**src/hdl/urt_pkg.sv**
```systemverilog
// types, constants and codes shared by the user record table and its cells
package urt_pkg;

    localparam int TABLE_ENTRIES = 16;
    localparam int NAME_BYTES    = 8;
    localparam int KEY_BYTES     = 8;

    localparam int FIELD_W   = 64;
    localparam int IDX_W     = (TABLE_ENTRIES > 1) ? $clog2(TABLE_ENTRIES) : 1;
    localparam int CNT_W     = $clog2(TABLE_ENTRIES + 1);
    localparam int OP_W      = 3;
    localparam int STATUS_W  = 2;
    localparam int SLOT_W    = 4;
    localparam int COUNT_W   = 5;
    localparam int IN_DATA_W  = 328;
    localparam int OUT_DATA_W = 272;

    localparam logic [FIELD_W-1:0] NAME_MASK = {FIELD_W{1'b1}} >> (FIELD_W - 8 * NAME_BYTES);
    localparam logic [FIELD_W-1:0] KEY_MASK  = {FIELD_W{1'b1}} >> (FIELD_W - 8 * KEY_BYTES);

    localparam logic [OP_W-1:0] OP_ADD         = 3'd0;
    localparam logic [OP_W-1:0] OP_FIND_NAME   = 3'd1;
    localparam logic [OP_W-1:0] OP_FIND_KEY    = 3'd2;
    localparam logic [OP_W-1:0] OP_RENAME_NAME = 3'd3;
    localparam logic [OP_W-1:0] OP_RENAME_KEY  = 3'd4;
    localparam logic [OP_W-1:0] OP_DELETE_NAME = 3'd5;

    localparam logic [STATUS_W-1:0] ST_OK        = 2'd0;
    localparam logic [STATUS_W-1:0] ST_NOT_FOUND = 2'd1;
    localparam logic [STATUS_W-1:0] ST_FULL      = 2'd2;
    localparam logic [STATUS_W-1:0] ST_EXISTED   = 2'd3;

    typedef struct packed {
        logic [FIELD_W-1:0]        name;
        logic [FIELD_W-1:0]        key;
        logic signed [FIELD_W-1:0] start_time;
        logic signed [FIELD_W-1:0] end_time;
        logic                      admin;
    } rec_t;

    // query broadcast to every cell
    typedef struct packed {
        logic [FIELD_W-1:0] name;
        logic [FIELD_W-1:0] key;
        logic               by_key;
        logic [CNT_W-1:0]   count;
        logic [IDX_W-1:0]   last;
    } qry_t;

    // write command broadcast to every cell
    typedef struct packed {
        logic             wr_rec;
        logic             wr_name;
        logic             clr;
        logic [IDX_W-1:0] slot;
        logic [IDX_W-1:0] last;
        rec_t             rec;
    } wr_t;

    // first-match selection passed from cell to cell
    typedef struct packed {
        logic             hit;
        logic [IDX_W-1:0] slot;
        rec_t             rec;
    } sel_t;

endpackage

```
**src/hdl/urt_cell.sv**
```systemverilog
// one table slot: holds a record, matches the query and joins the selection chain
module urt_cell
(
    input  logic             clk,
    input  logic             rst_n,
    input  logic [urt_pkg::IDX_W-1:0] index,
    input  urt_pkg::qry_t    qry,
    input  urt_pkg::wr_t     wr,
    input  urt_pkg::sel_t    sel_in,
    output urt_pkg::sel_t    sel_out,
    input  urt_pkg::rec_t    last_in,
    output urt_pkg::rec_t    last_out
);

    urt_pkg::rec_t rec_reg;
    urt_pkg::rec_t rec_next;
    logic          match_reg;
    logic          match_next;
    logic          live;

    assign live = urt_pkg::CNT_W'(index) < qry.count;

    always_comb
    begin
        match_next = live && (qry.by_key ? (rec_reg.key == qry.key)
                                         : (rec_reg.name == qry.name));
    end

    always_comb
    begin
        rec_next = rec_reg;
        if (wr.clr && (index == wr.last))
        begin
            rec_next = '0;
        end
        else if (wr.wr_rec && (index == wr.slot))
        begin
            rec_next = wr.rec;
        end
        else if (wr.wr_name && (index == wr.slot))
        begin
            rec_next.name = wr.rec.name;
        end
    end

    // lowest index wins: pass on what came from below once a hit is seen
    always_comb
    begin
        sel_out = sel_in;
        if (!sel_in.hit && match_reg)
        begin
            sel_out.hit  = 1'b1;
            sel_out.slot = index;
            sel_out.rec  = rec_reg;
        end
    end

    assign last_out = (index == qry.last) ? rec_reg : last_in;

    always_ff @(posedge clk or negedge rst_n)
    begin
        if (!rst_n)
        begin
            rec_reg   <= '0;
            match_reg <= 1'b0;
        end
        else
        begin
            rec_reg   <= rec_next;
            match_reg <= match_next;
        end
    end

endmodule
```
**config.mk**
```make
export PLATFORM = sky130hd
export DESIGN_NAME = urt_cell
export DESIGN_NICKNAME = d
export VERILOG_FILES = /design/src/hdl/urt_pkg.sv /design/src/hdl/urt_cell.sv
export SDC_FILE = /design/constraint.sdc
export NUM_CORES = 1
export LEC_CHECK = 0
export BUFFER_PORTS_ARGS = -buffer_cell sky130_fd_sc_hd__buf_2
export CORE_AREA = 2 2 562 564
export DETAILED_ROUTE_END_ITERATION = 12
export DIE_AREA = 0 0 564 566
export HOLD_SLACK_MARGIN = 0.12
export SYNTH_ARGS = -nofsm -noshare
export SYNTH_HDL_FRONTEND = slang
export SYNTH_SLANG_ARGS = --single-unit
```
**constraint.sdc**
```tcl
create_clock -name clk -period 2.1 [get_ports clk]
set_clock_uncertainty 0.2 [all_clocks]
set_input_delay 0.42 -clock clk [delete_from_list [all_inputs] [get_ports clk]]
set_output_delay 0.42 -clock clk [all_outputs]
set_load 0.02 [all_outputs]
```
# Yosys cells after proc, flatten, opt, wreduce, memory -nomap -nowiden
# Index checks and enable logic that the tools add are counted.
dict set report word_totals {
  output_inout_bits 519
  mem_bits_ro 0
  mem_count 0
  latch_bits 0
  in_bits 931
  ram_bits 0
  elab_cells 27
  ff_bits 258
}
dict set report op_classes {
  n_mux 7
  n_addsub 0
  bitwise 0
  multipliers 0
  div_mod_pow 0
  shifts 0
  reduce_logical 8
  eq_ne 5
  n_lt_le_gt_ge 1
}
# operator count
set ops {}
lappend ops {{257-bit 2-to-1 mux} 2}
lappend ops {{262-bit 2-to-1 mux} 1}
lappend ops {{193-bit 2-to-1 mux} 1}
lappend ops {{64-bit equality test} 2}
lappend ops {{64-bit 2-to-1 mux} 2}
lappend ops {{4-bit equality test} 3}
lappend ops {{1-bit logical AND} 5}
lappend ops {{4-bit by 5-bit less-than comparator with 1-bit output} 1}
lappend ops {{3-bit nonzero test} 1}
lappend ops {{2-bit nonzero test} 1}
lappend ops {{1-bit logical NOT} 1}
lappend ops {{1-bit 2-to-1 mux} 1}

# Longest topological paths before layout
dict set report logic_depth {
  ltp_word 5
  depth_mapped 8
  mapped_depth_nobuf 6
}

# Worst setup path before layout
# No wires, ideal clock.
dict set report synth_path {
  kind {input to output}
  start {in sel_in[261] (netlist name)}
  end {out sel_out[170] (netlist name)}
  n_path_buf 3
  t_arrival_ns 1.642
  stages 5
  slack_ns -0.162
  cell_sequence {nor2b_1 > clkbuf_1 > clkbuf_1 > buf_2 > mux2_2}
}
# item line
set synth_rtl {}
lappend synth_rtl {{start: declaration} urt_cell.sv:9} ;# input urt_pkg::sel_t sel_in,
lappend synth_rtl {{end: declaration} urt_cell.sv:10} ;# output urt_pkg::sel_t sel_out,

==> results.txt <==
- In this run the worst hold path is classified as in -> reg.
- The final reports fail on negative setup slack.
- By startpoint and endpoint, the worst setup path is classified as reg -> out.
- Unrepaired setup endpoints after global routing: yes
- For met3 alone, demand over resource in global routing was 0.0753.
* Max-slew headroom at the worst pin: 0.310
- Number of cell rows: 206
- In this run the standard cell core region covers 313,000 µm².
- Crit path time final: between 3 and 4 ns
- After detailed routing, the average wire length per cell comes to roughly 32 µm.
- Worst-skew pair later-pin latency: approximately 0.67 ns
- Area occupied by multi-input gates: 11,200 µm²
- Worst-margin pin slew: 1.03 ns
- Port buffering added ~1,400 buffers.
- CP startpoint kind: flip-flop
- Once placement finished, the instance area stood at 33,400 µm².
* Global-route usage over all layers: 0.157
- At the worst endpoint, the required time is 1.48 ns.
- Worst reg2reg path depth: 9
* Die Outline Area: 319,000 µm²
- The H-tree generated during clock tree synthesis spans 2 levels.
- Minimum setup slack after placement: -1.36 ns
- Number of synthesized register bits: 258
- Based on the critical path, the design can be clocked at up to around 330 MHz.
- Counting every instance in the synthesized netlist gives ~1,900.
* Drc violations: 0
- Met1 global-route usage: 0.190
* P per Cell Area: 668 nW/µm²
* Number of setup violations in the final report: slightly above 600
- Overall routed net length: between 200,000 and 300,000 µm
- Wire length of the first global-routing pass: 311,000 µm
- Of the total power, the share spent switching nets is 0.460.
* CP arrival: 2.40 ns
* Cell at the root of the clock tree: sky130_fd_sc_hd__clkbuf_16
* Area added between synthesis and finish: 130%
- Portion of the post-synthesis area used by sequential elements: 0.360
* Combinational Power Share: 0.433
- Sequential standard cell area: 6460 µm²
- Clock tree from TritonCTS: built
- Vertical die dimension: roughly 570 µm
- After clock tree synthesis, the clock-pin slew on the worst setup and hold paths is 0.07 ns.
* Worst Slack Setup Final: -0.924 ns
* Initial standard-cell utilization of the core: 0.0573
- The internal portion of the total power is 0.0149 W.
- For this run, global-route usage on met2 was measured as 0.227.
- The design draws ~0.028 W.
- The tool flagged a number of max-cap violations equal to 0.
- Counting distinct cell types in the post-synthesis netlist gives 29.
- Layout cells sized above 1: 0.616
- Number of buffers on the longest clock path: 3
- Entering global routing, the biggest net connects 74 pins.
* Remaining antenna violation count: 0
- Final slew viol count: 0
* Final HPWL from detailed placement: 229,000 µm
* Net count reported at finish: 4,856
- Share of power burned in registers: 0.327
- Portion of the clock cycle consumed by the worst path in the final layout: 1.44
- Total via count after detailed routing: around 26,000
- Antenna violations before repair: around 260
- Of the total power, the clock network draws 0.241.
- Sw power: around 0.013 W
- Die X-Extent: ~560 µm
- GRT Max-Usage Layer: met2
* Max FFs per register: 257
* I/O pin total: 1,450
* Global placement routability congestion: 1.03
- Crit path capture type: primary output
* # clock sinks: 258
- On the final layout, the worst hold slack is between 0.2 and 0.25 ns.
* Area of all placed cells without fillers: 41,200 µm²
- Drt pass-1 iters: 8
- Summing every instance area after synthesis gives 18,000 µm².
- Syn Nets: 2,833
- Number of buffers inserted during clock tree synthesis: 37
- In this run the static leakage power is 18.9 nW.
* Sum of overflow across all layers after global routing: 0
* Via count normalized by instance count: approximately 3.2
- Synth Area per Inst: 9.45 µm²
- Ys Warns: 0
- The number of global-route vias before repair came to 25,174.
- Hold Vio Cnt, Final: 0
- Count of cells along the worst hold path: 5
* Status: complete, but fails checks
- The layout has between 30,000 and 40,000 filler cells.
- Highest ir drop seen on vdd: approximately 0.50 mV
- Detailed Route Iter0 Violations: 2,238
* Largest fanout on the critical path: 17
==> cells in the final DEF (no fill, tap or decap), types with 25 or more instances in the layout <==
master,n
sky130_fd_sc_hd__buf_2,1167
sky130_fd_sc_hd__nand2_1,515
sky130_fd_sc_hd__mux2_2,415
sky130_fd_sc_hd__dlygate4sd3_1,284
sky130_fd_sc_hd__buf_4,272
sky130_fd_sc_hd__dfrtp_1,258
sky130_fd_sc_hd__buf_6,227
sky130_fd_sc_hd__a21oi_1,194
sky130_fd_sc_hd__buf_12,123
sky130_fd_sc_hd__mux2_4,103
sky130_fd_sc_hd__xor2_1,96
sky130_fd_sc_hd__diode_2,91
sky130_fd_sc_hd__nand3_1,66
sky130_fd_sc_hd__clkbuf_16,42
sky130_fd_sc_hd__xnor2_1,37
sky130_fd_sc_hd__buf_16,29
sky130_fd_sc_hd__nor4_1,25
==> power groups by stage <==
stage               registers, W  clock network, W  logic [W]
floorplan                0.00704                 0    0.00354
global placement         0.00912                 0     0.0106
detailed placement       0.00910                 0     0.0106
CTS                      0.00903           0.00695     0.0120
global route             0.00908           0.00701     0.0126
finish                   0.00900           0.00663     0.0119
==> layer usage <==
metal,wire length (µm),share of wire
met1,105000,0.40
met4,16600,0.063
met3,34400,0.13
met2,105000,0.40
met5,740,0.0028
==> what timing repair did <==
action	CTS	global route
gates resized for setup	598	184
setup buffers	30	9
hold endpoints to repair	516	0
hold buffers	284	0
pin swaps	1	5
endpoints found under the setup margin	614	620
gates cloned	22	5
==> Yosys cell counts, drive strengths merged <==
cell / n / area, µm²
a211oi: 1 / 7.51
a21o: 1 / 7.51
a21oi: 194 / 971
a22o: 1 / 8.76
and2: 1 / 6.26
buf: 99 / 617
clkbuf: 42 / 158
dfrtp: 258 / 6460
ha: 3 / 37.5
inv: 5 / 18.8
mux2: 518 / 5830
nand2: 516 / 1940
nand2b: 2 / 12.5
nand3: 66 / 330
nand4: 16 / 100
nor2: 3 / 13.8
nor2b: 2 / 12.5
nor3: 3 / 15.0
nor4: 27 / 181
o21a: 1 / 7.51
o22ai: 1 / 6.26
or2: 1 / 6.26
or4: 1 / 7.51
xnor2: 41 / 359
xor2: 96 / 841
==> cell families after synthesis <==
logic type	share of synthesized area
flip-flops	0.360
multiplexers	0.325
adder cells (fa/ha/maj)	0.00209
AO/OA/AOI/OAI	0.0562
AND/OR/NAND/NOR	0.146
buffers and inverters	0.0442
XOR/XNOR	0.0668
==> final timing paths <==
path / start / endpoint / slack, ns
max in group asynchronous: rst_n / rec_reg[55] / -0.03
worst min register to register: rec_reg[0] / rec_reg[0] / 0.33
worst max-delay path: match_reg / sel_out[166] / -0.92
worst min-delay path: wr[266] / rec_reg[240] / 0.21
worst max register to register: rec_reg[149] / match_reg / -0.64
min in group asynchronous: rst_n / match_reg / 0.24
==> per-stage QoR <==
stage	TNS [ns]	std cells	utilization
2_1_floorplan	-12.79	1899	-
3_3_place_gp	-599.03	7702	0.107
3_5_place_dp	-606.38	7702	0.107
4_1_cts	-407.07	8098	0.129
5_1_grt	-415.41	8162	0.131
6_report	-370.86	8200	0.132
==> area by class of cell <==
type	count	area share
timing repair buffer	2125	0.411
inverter	5	0.000455
antenna	91	0.00552
clock inverter	19	0.00452
clock buffer	47	0.0246
multi-input combinational	1495	0.271
sequential	258	0.157
tap	4160	0.126
==> worst max-delay path, stage by stage, from the launching register on <==
cell,delay [ns]
sky130_fd_sc_hd__dfrtp_1,0.33
sky130_fd_sc_hd__nor2b_4,0.17
sky130_fd_sc_hd__buf_12,0.18
sky130_fd_sc_hd__buf_16,0.22
sky130_fd_sc_hd__buf_4,0.17
sky130_fd_sc_hd__mux2_2,0.33
sky130_fd_sc_hd__buf_4,0.18
No activity file was read; power rests on OpenSTA's default activity.
